==> config.mk <==
export PLATFORM = sky130hd
export DESIGN_NAME = gnss_binary_frame_parser_flat
export DESIGN_NICKNAME = d
export VERILOG_FILES = /design/src/design/gbfp_pkg.sv /design/src/design/gbfp_ifs.sv /design/src/design/gbfp_core.sv /design/src/design/gnss_binary_frame_parser.sv /design/src/flat_wrapper.sv
export SDC_FILE = /design/constraint.sdc
export NUM_CORES = 1
export LEC_CHECK = 0
export ABC_AREA = 1
export ABC_CLOCK_PERIOD_IN_PS = 4350
export BUFFER_PORTS_ARGS = -buffer_cell sky130_fd_sc_hd__buf_2
export CELL_PAD_IN_SITES_DETAIL_PLACEMENT = 0
export CELL_PAD_IN_SITES_GLOBAL_PLACEMENT = 1
export CORE_AREA = 8 8 158 160
export CTS_CLUSTER_DIAMETER = 150
export DETAILED_ROUTE_END_ITERATION = 7
export DIE_AREA = 0 0 166 168
export PLACE_DENSITY_LB_ADDON = 0.1
export SETUP_SLACK_MARGIN = 0.4
export SLEW_MARGIN = 30
export SYNTH_ARGS = -nofsm -noshare
export SYNTH_HDL_FRONTEND = slang
export SYNTH_HIERARCHICAL = 1
export SYNTH_SLANG_ARGS = --single-unit
==> constraint.sdc <==
create_clock -name clk -period 4.35 [get_ports clk]
set_clock_uncertainty 0.2 [all_clocks]
set_input_delay 0.435 -clock clk [delete_from_list [all_inputs] [get_ports clk]]
set_output_delay 0.435 -clock clk [all_outputs]
set_load 0.01 [all_outputs]
==> src/design/gbfp_pkg.sv <==
`default_nettype none
package gbfp_pkg;

  localparam logic [7:0] SYNC_FIRST = 8'hB5;
  localparam logic [7:0] SYNC_SECOND = 8'h62;

  localparam logic [15:0] MAX_PAYLOAD_RESET = 16'd256;

  localparam logic [2:0] EV_NONE = 3'd0;
  localparam logic [2:0] EV_PAYLOAD = 3'd1;
  localparam logic [2:0] EV_DONE = 3'd2;
  localparam logic [2:0] EV_CKERR = 3'd3;
  localparam logic [2:0] EV_OVERSIZE = 3'd4;

  typedef struct packed {
    logic [2:0] event_res;
    logic [7:0] payload_byte;
    logic [15:0] payload_index;
    logic [15:0] frame_type;
    logic [15:0] frame_length;
  } res_t;

endpackage
`default_nettype wire

==> src/design/gbfp_ifs.sv <==
`default_nettype none
interface gbfp_in_if;
  logic valid;
  logic ready;
  logic [7:0] rx_byte;
  modport source (output valid, output rx_byte, input ready);
  modport sink (input valid, input rx_byte, output ready);
endinterface

interface gbfp_out_if;
  logic valid;
  logic ready;
  logic [2:0] event_res;
  logic [7:0] payload_byte;
  logic [15:0] payload_index;
  logic [15:0] frame_type;
  logic [15:0] frame_length;
  modport source (output valid, output event_res, output payload_byte, output payload_index,
                  output frame_type, output frame_length, input ready);
  modport sink (input valid, input event_res, input payload_byte, input payload_index,
                input frame_type, input frame_length, output ready);
endinterface

interface gbfp_cfg_if;
  logic valid;
  logic ready;
  logic [15:0] max_payload;
  modport source (output valid, output max_payload, input ready);
  modport sink (input valid, input max_payload, output ready);
endinterface
`default_nettype wire

==> src/design/gbfp_core.sv <==
`default_nettype none
module gbfp_core (
  input  wire logic          clk,
  input  wire logic          rst,
  input  wire logic          step,
  input  wire logic [7:0]    rx_byte,
  input  wire logic [15:0]   max_payload,
  output gbfp_pkg::res_t     res
);

  typedef enum logic [2:0] {
    PH_SYNC    = 3'd0,
    PH_TYPE    = 3'd1,
    PH_LENGTH  = 3'd2,
    PH_PAYLOAD = 3'd3,
    PH_CHECK   = 3'd4,
    PH_DONE    = 3'd5
  } phase_t;

  phase_t phase, phase_next;
  logic [15:0] byte_position, byte_position_next;
  logic [7:0] sum_a, sum_a_next;
  logic [7:0] sum_b, sum_b_next;
  logic [15:0] type_word, type_word_next;
  logic [15:0] length_word, length_word_next;

  phase_t ph_e;
  logic [15:0] bp_e, tw_e, lw_e;
  logic [7:0] sa_add, sb_add, check_sum;
  logic [15:0] bp_inc;
  logic fits;

  always_comb begin
    // Any phase past the checksum starts the byte from a cleared frame.
    unique case (phase)
      PH_SYNC, PH_TYPE, PH_LENGTH, PH_PAYLOAD, PH_CHECK: begin
        ph_e = phase;
        bp_e = byte_position;
        tw_e = type_word;
        lw_e = length_word;
      end
      default: begin
        ph_e = PH_SYNC;
        bp_e = '0;
        tw_e = '0;
        lw_e = '0;
      end
    endcase

    sa_add = sum_a + rx_byte;
    sb_add = sum_b + sa_add;
    check_sum = (bp_e == 16'd0) ? sum_a : sum_b;
    bp_inc = bp_e + 16'd1;
    fits = (lw_e <= max_payload);

    phase_next = ph_e;
    byte_position_next = bp_e;
    sum_a_next = sum_a;
    sum_b_next = sum_b;
    type_word_next = tw_e;
    length_word_next = lw_e;

    res.event_res = gbfp_pkg::EV_NONE;
    res.payload_byte = '0;
    res.payload_index = '0;

    unique case (ph_e)
      PH_SYNC: begin
        if (bp_e == 16'd0) begin
          if (rx_byte == gbfp_pkg::SYNC_FIRST) byte_position_next = 16'd1;
        end else begin
          if (rx_byte == gbfp_pkg::SYNC_SECOND) begin
            sum_a_next = '0;
            sum_b_next = '0;
            phase_next = PH_TYPE;
          end
          byte_position_next = '0;
        end
      end
      PH_TYPE: begin
        if (bp_e == 16'd0) begin
          type_word_next = {8'd0, rx_byte};
          byte_position_next = 16'd1;
        end else begin
          type_word_next = {rx_byte, tw_e[7:0]};
          byte_position_next = '0;
          phase_next = PH_LENGTH;
        end
        sum_a_next = sa_add;
        sum_b_next = sb_add;
      end
      PH_LENGTH: begin
        if (bp_e == 16'd0) begin
          length_word_next = {8'd0, rx_byte};
          byte_position_next = 16'd1;
        end else begin
          length_word_next = {rx_byte, lw_e[7:0]};
          byte_position_next = '0;
          phase_next = ({rx_byte, lw_e[7:0]} != 16'd0) ? PH_PAYLOAD : PH_CHECK;
        end
        sum_a_next = sa_add;
        sum_b_next = sb_add;
      end
      PH_PAYLOAD: begin
        if (fits) begin
          res.event_res = gbfp_pkg::EV_PAYLOAD;
          res.payload_byte = rx_byte;
          res.payload_index = bp_e;
        end
        if (bp_inc == lw_e) begin
          phase_next = PH_CHECK;
          byte_position_next = '0;
        end else begin
          byte_position_next = bp_inc;
        end
        sum_a_next = sa_add;
        sum_b_next = sb_add;
      end
      PH_CHECK: begin
        if (check_sum == rx_byte) begin
          if (bp_e == 16'd0) begin
            byte_position_next = 16'd1;
          end else if (fits) begin
            res.event_res = gbfp_pkg::EV_DONE;
            phase_next = PH_DONE;
            byte_position_next = 16'd2;
          end else begin
            res.event_res = gbfp_pkg::EV_OVERSIZE;
            phase_next = PH_SYNC;
            byte_position_next = '0;
            type_word_next = '0;
            length_word_next = '0;
          end
        end else begin
          res.event_res = gbfp_pkg::EV_CKERR;
          phase_next = PH_SYNC;
          byte_position_next = '0;
          type_word_next = '0;
          length_word_next = '0;
        end
      end
      default: begin
        phase_next = ph_e;
      end
    endcase

    // End-of-frame results report the frame as it was before any clearing.
    if (ph_e == PH_CHECK) begin
      res.frame_type = tw_e;
      res.frame_length = lw_e;
    end else begin
      res.frame_type = type_word_next;
      res.frame_length = length_word_next;
    end
  end

  always_ff @(posedge clk) begin
    if (rst) begin
      phase <= PH_SYNC;
      byte_position <= '0;
      sum_a <= '0;
      sum_b <= '0;
      type_word <= '0;
      length_word <= '0;
    end else if (step) begin
      phase <= phase_next;
      byte_position <= byte_position_next;
      sum_a <= sum_a_next;
      sum_b <= sum_b_next;
      type_word <= type_word_next;
      length_word <= length_word_next;
    end
  end

endmodule
`default_nettype wire

==> src/design/gnss_binary_frame_parser.sv <==
`default_nettype none
// Channel  Dir  Payload                                   Beat
// rx       in   rx_byte                                   one received byte
// res      out  event_res, payload_byte, payload_index,   one result per byte
//               frame_type, frame_length
// cfg      in   max_payload                               one register write
//
// Each byte is captured in an input register, decoded combinationally and lands
// in the result register, so one byte per cycle flows through while the result
// is not stalled. The parser state advances when a byte moves into the result
// register. A stalled result holds the result register and the input
// register; the input register frees as soon as its byte moves on.
// Reset returns the parser to the sync hunt and max_payload to 256.
module gnss_binary_frame_parser (
  input wire logic  clk,
  input wire logic  rst,
  gbfp_in_if.sink   rx,
  gbfp_out_if.source res,
  gbfp_cfg_if.sink  cfg
);

  logic in_valid;
  logic [7:0] in_byte;
  logic out_valid;
  gbfp_pkg::res_t out_res;
  gbfp_pkg::res_t core_res;
  logic [15:0] max_payload;
  logic move;

  assign move = in_valid && (!out_valid || res.ready);
  assign rx.ready = !in_valid || move;
  assign cfg.ready = 1'b1;

  gbfp_core u_core (
    .clk         (clk),
    .rst         (rst),
    .step        (move),
    .rx_byte     (in_byte),
    .max_payload (max_payload),
    .res         (core_res)
  );

  always_ff @(posedge clk) begin
    if (rst) begin
      in_valid <= 1'b0;
      out_valid <= 1'b0;
      max_payload <= gbfp_pkg::MAX_PAYLOAD_RESET;
    end else begin
      if (cfg.valid) max_payload <= cfg.max_payload;
      if (rx.valid && rx.ready) begin
        in_valid <= 1'b1;
        in_byte <= rx.rx_byte;
      end else if (move) begin
        in_valid <= 1'b0;
      end
      if (move) begin
        out_valid <= 1'b1;
        out_res <= core_res;
      end else if (res.ready) begin
        out_valid <= 1'b0;
      end
    end
  end

  assign res.valid = out_valid;
  assign res.event_res = out_res.event_res;
  assign res.payload_byte = out_res.payload_byte;
  assign res.payload_index = out_res.payload_index;
  assign res.frame_type = out_res.frame_type;
  assign res.frame_length = out_res.frame_length;

endmodule
`default_nettype wire
==> src/flat_wrapper.sv <==
// flat-port wrapper written by rule: the top's interface ports become plain ports
module gnss_binary_frame_parser_flat 
  (clk, rst, rx_valid, rx_rx_byte, rx_ready, res_valid, res_event_res, res_payload_byte, res_payload_index, res_frame_type, res_frame_length, res_ready, cfg_valid, cfg_max_payload, cfg_ready);
  gbfp_in_if rx_i ();
  gbfp_out_if res_i ();
  gbfp_cfg_if cfg_i ();
  input wire logic clk;
  input wire logic rst;
  input wire logic [$bits(rx_i.valid)-1:0] rx_valid;
  input wire logic [$bits(rx_i.rx_byte)-1:0] rx_rx_byte;
  output wire logic [$bits(rx_i.ready)-1:0] rx_ready;
  output wire logic [$bits(res_i.valid)-1:0] res_valid;
  output wire logic [$bits(res_i.event_res)-1:0] res_event_res;
  output wire logic [$bits(res_i.payload_byte)-1:0] res_payload_byte;
  output wire logic [$bits(res_i.payload_index)-1:0] res_payload_index;
  output wire logic [$bits(res_i.frame_type)-1:0] res_frame_type;
  output wire logic [$bits(res_i.frame_length)-1:0] res_frame_length;
  input wire logic [$bits(res_i.ready)-1:0] res_ready;
  input wire logic [$bits(cfg_i.valid)-1:0] cfg_valid;
  input wire logic [$bits(cfg_i.max_payload)-1:0] cfg_max_payload;
  output wire logic [$bits(cfg_i.ready)-1:0] cfg_ready;
  assign rx_i.valid = rx_valid;
  assign rx_i.rx_byte = rx_rx_byte;
  assign rx_ready = rx_i.ready;
  assign res_valid = res_i.valid;
  assign res_event_res = res_i.event_res;
  assign res_payload_byte = res_i.payload_byte;
  assign res_payload_index = res_i.payload_index;
  assign res_frame_type = res_i.frame_type;
  assign res_frame_length = res_i.frame_length;
  assign res_i.ready = res_ready;
  assign cfg_i.valid = cfg_valid;
  assign cfg_i.max_payload = cfg_max_payload;
  assign cfg_ready = cfg_i.ready;
  gnss_binary_frame_parser u_core (.clk(clk), .rst(rst), .rx(rx_i), .res(res_i), .cfg(cfg_i));
endmodule
==> results.py <==
metrics = {
    "outcome": {
        "status": "finished, final reports clean",
    },
    "synth": {
        "synth_top_area_cell": "edfxtp_1",
        "synth_ff_type": "dfxtp_1",
        "syn_area_um2": 9650,
        "yosysMostFrequentCell": "nand2_1",
        "synth-async-reset-ratio_pct": 0,
        "yosysUniqueCellTypes": 40,
        "synth_edf_count": 67,
        "ys_ff_latch": 152,
        "yosys-top-cells-count": "270 x nand2_1, 238 x inv_1, 140 x nor2_1, 127 x nand3_1, 117 x a21oi_1",
        "syn_area_per_cell_um2": 6.98,
        "syn_inst": 1383,
        "synth_top_area_share_pct": 20.9,
        "yosysWarnings": 6,
        "yosysSeqAreaShare_pct": 38.5,
        "netlist_top_cells_area": "edfxtp_1 21%, dfxtp_1 18%, nand2_1 11%, inv_1 9.3%, nand3_1 6.6%",
        "synth_fp_nets": 1445,
    },
    "clock_network": {
        "clock_latency_ns": 0.43,
        "cts.sinks": 152,
        "root_buffer": "clkbuf_16",
        "cts_buffers": 17,
        "cts_tree": "built",
        "htree_num_levels": 4,
        "clk_pin_slew_ns": 0.07,
        "clock_path_buffers": 2,
    },
    "place": {
        "gp_routability_congestion": 0.872,
        "io_buffers": 89,
        "placed_area_um2": 10400,
        "dp_hpwl_um": 22400,
        "dp_slack_ns": 0.573,
    },
    "routing": {
        "drt_wl_total_um": 31500,
        "num_vias": 9428,
        "ant_nets": 0,
        "drtIter0Drc": 929,
        "via_per_inst": 5.38,
        "drt_pass1_iterations": 6,
        "wl_per_cell_um": 18.0,
        "drc": 0,
    },
    "sta": {
        "drv_slew": 0,
        "fmax_mhz": 277,
        "fin_crit_sh_pct": 83.0,
        "fin_tns_setup_ns": 0,
        "relSlewSlack_pct": 47.1,
        "grt_setup_unrepaired": "false",
        "holdWs_ns": 0.0239,
        "worst_pin_slew_ns": 0.789,
        "min_period_ns": 3.61,
        "finalHoldViolCount": 0,
        "finalSetupViolations": 0,
        "fin_ws_ns": 0.741,
    },
    "die": {
        "die-area_um2": 27900,
        "core_um2": 22400,
        "initial_core_util_pct": 43.1,
        "io-pin-count": 91,
        "rows": 55,
        "die_w_um": 166,
        "dieHeight_um": 168,
    },
    "pwr": {
        "powerDensity_nw_per_um2": 357,
        "ir_drop_uv": 251,
        "leakagePower_nw": 5.04,
    },
    "global_routing": {
        "grt_max_degree": 69,
        "grt_pass1_wl_um": 50100,
        "overflow": 0,
        "track_usage_pct": 22.6,
        "grt_pass1_vias": 9019,
        "antenna_found_initial": 0,
    },
    "setup_path": {
        "cp_common_cell": "nand2_1",
        "crit_required_ns": 4.48,
        "critPathArrivalTime_ns": 3.73,
        "crit_slowest_cell": "dfxtp_1",
        "path_max_fanout": 32,
        "path_cells": "nor2_1, nor2_2, buf_6, buf_4, nor2_1, ha_1, a21oi_1, o21ai_0, nand2_1, nand2_1, nand2_1, nand2_1, nand2_1, nand3_1, nand2_1, inv_1, buf_12, a21oi_1, nand3_1, nand4_1, nand2_1, inv_1",
        "slowest_delay_ns": 0.47,
        "crit_path_end_kind": "register",
        "path_delay_family": "simple AND/OR/NAND/NOR gates",
        "critical_path_class": "register to register",
        "startpoint_type": "register",
        "crit_buf_inv": 5,
    },
    "cells_and_area": {
        "drive_gt1_share_pct": 11.9,
        "area_delta_synth_final_pct": 14.6,
        "final_nets": 1517,
        "antennaDiodeCount": 0,
        "final_area_um2": 11100,
    },
    "min_path": {
        "hold_class": "primary input to register",
    },
    "run": {
        "cap_violations": 0,
    },
}
[where the power goes]
part	switching (mW)	internal [mW]	total, mW
combinational	0.538	0.239	0.776
clock	0.644	0.904	1.55
sequential	0.0511	1.57	1.62
[flip-flops by register name, indices dropped and copies added, names as in the netlist]
signal	cells
u_core/res.valid	1
u_core/res.payload_index	16
u_core/res.frame_length	16
u_core/res.payload_byte	8
u_core/u_core/type_word	16
u_core/res.event_res	3
u_core/in_byte	8
u_core/u_core/phase	3
u_core/res.frame_type	16
u_core/u_core/sum_a	8
u_core/u_core/sum_b	8
u_core/u_core/length_word	16
u_core/u_core/byte_position	16
u_core/in_valid	1
u_core/max_payload	16
[per-layer routing]
metal	up-vias	wire length, µm	track usage, %
li1	4678	-	-
met1	4359	14400	30.1
met2	332	14200	35.8
met3	59	1970	3.86
met4	0	952	9.25
met5	-	0	0
[placed cells by master (no fill, tap or decap), types with 5 or more instances in the layout]
cell,n
a21oi_1,117
buf_2,89
buf_4,20
clkbuf_16,17
clkinvlp_4,5
dfxtp_1,85
dlygate4sd3_1,8
edfxtp_1,67
ha_1,31
inv_1,237
inv_2,6
nand2_1,269
nand2_2,5
nand3_1,127
nand3b_1,11
nand4_1,45
nor2_1,135
nor2_2,5
nor3_1,9
o211ai_1,47
o21ai_0,74
o21ai_1,8
[logic make-up after synthesis]
family,share of synthesized area (%)
other,0.0389
AOI/OAI and AO/OA,14.8
adders and majority gates,4.44
DFF,38.5
and+or+nand+nor,28.5
xor gates and xnor gates,0.726
buffers and inverters,13.0
[metrics by stage]
stage	power (mW)	instances	utilization [%]
2_1_floorplan	2.17	1383	-
3_3_place_gp	2.41	1713	46.3
3_5_place_dp	2.42	1713	46.3
4_1_cts	3.98	1753	49.4
5_1_grt	4.14	1753	49.4
6_report	3.95	1753	49.4
[path summary, 6_finish.rpt]
| path | startpoint | slack, ns | endpoint | cells after the start |
|---|---|---|---|---|
| worst max-delay path | u_core/u_core/phase[1] | 0.74 | u_core/u_core/type_word[6] | 22 |
| worst min-delay path | cfg_max_payload[8] | 0.02 | u_core/max_payload[8] | 3 |
| worst max register to register | u_core/u_core/phase[1] | 0.74 | u_core/u_core/type_word[6] | 22 |
| worst min register to register | u_core/max_payload[8] | 0.28 | u_core/max_payload[8] | 2 |
[tightest hold or removal path: stages]
cell and delay, ns:
buf_2 0.08, nand2_1 0.04, nand3_1 0.06
[area by class of cell]
type	count	area (µm²)
multi-input combinational	918	4720
timing repair buffer	121	747
fill	2256	11300
clock inverter	15	176
clock buffer	17	425
sequential	152	3710
tap	285	357
inverter	245	920
[what timing repair did]
item,CTS,global route
endpoints found under the setup margin,0,20
gates resized for setup,0,2
buffers inserted,0,0
hold endpoints to repair,8,0
hold buffers,8,0
(Power assumes the default switching activity.)
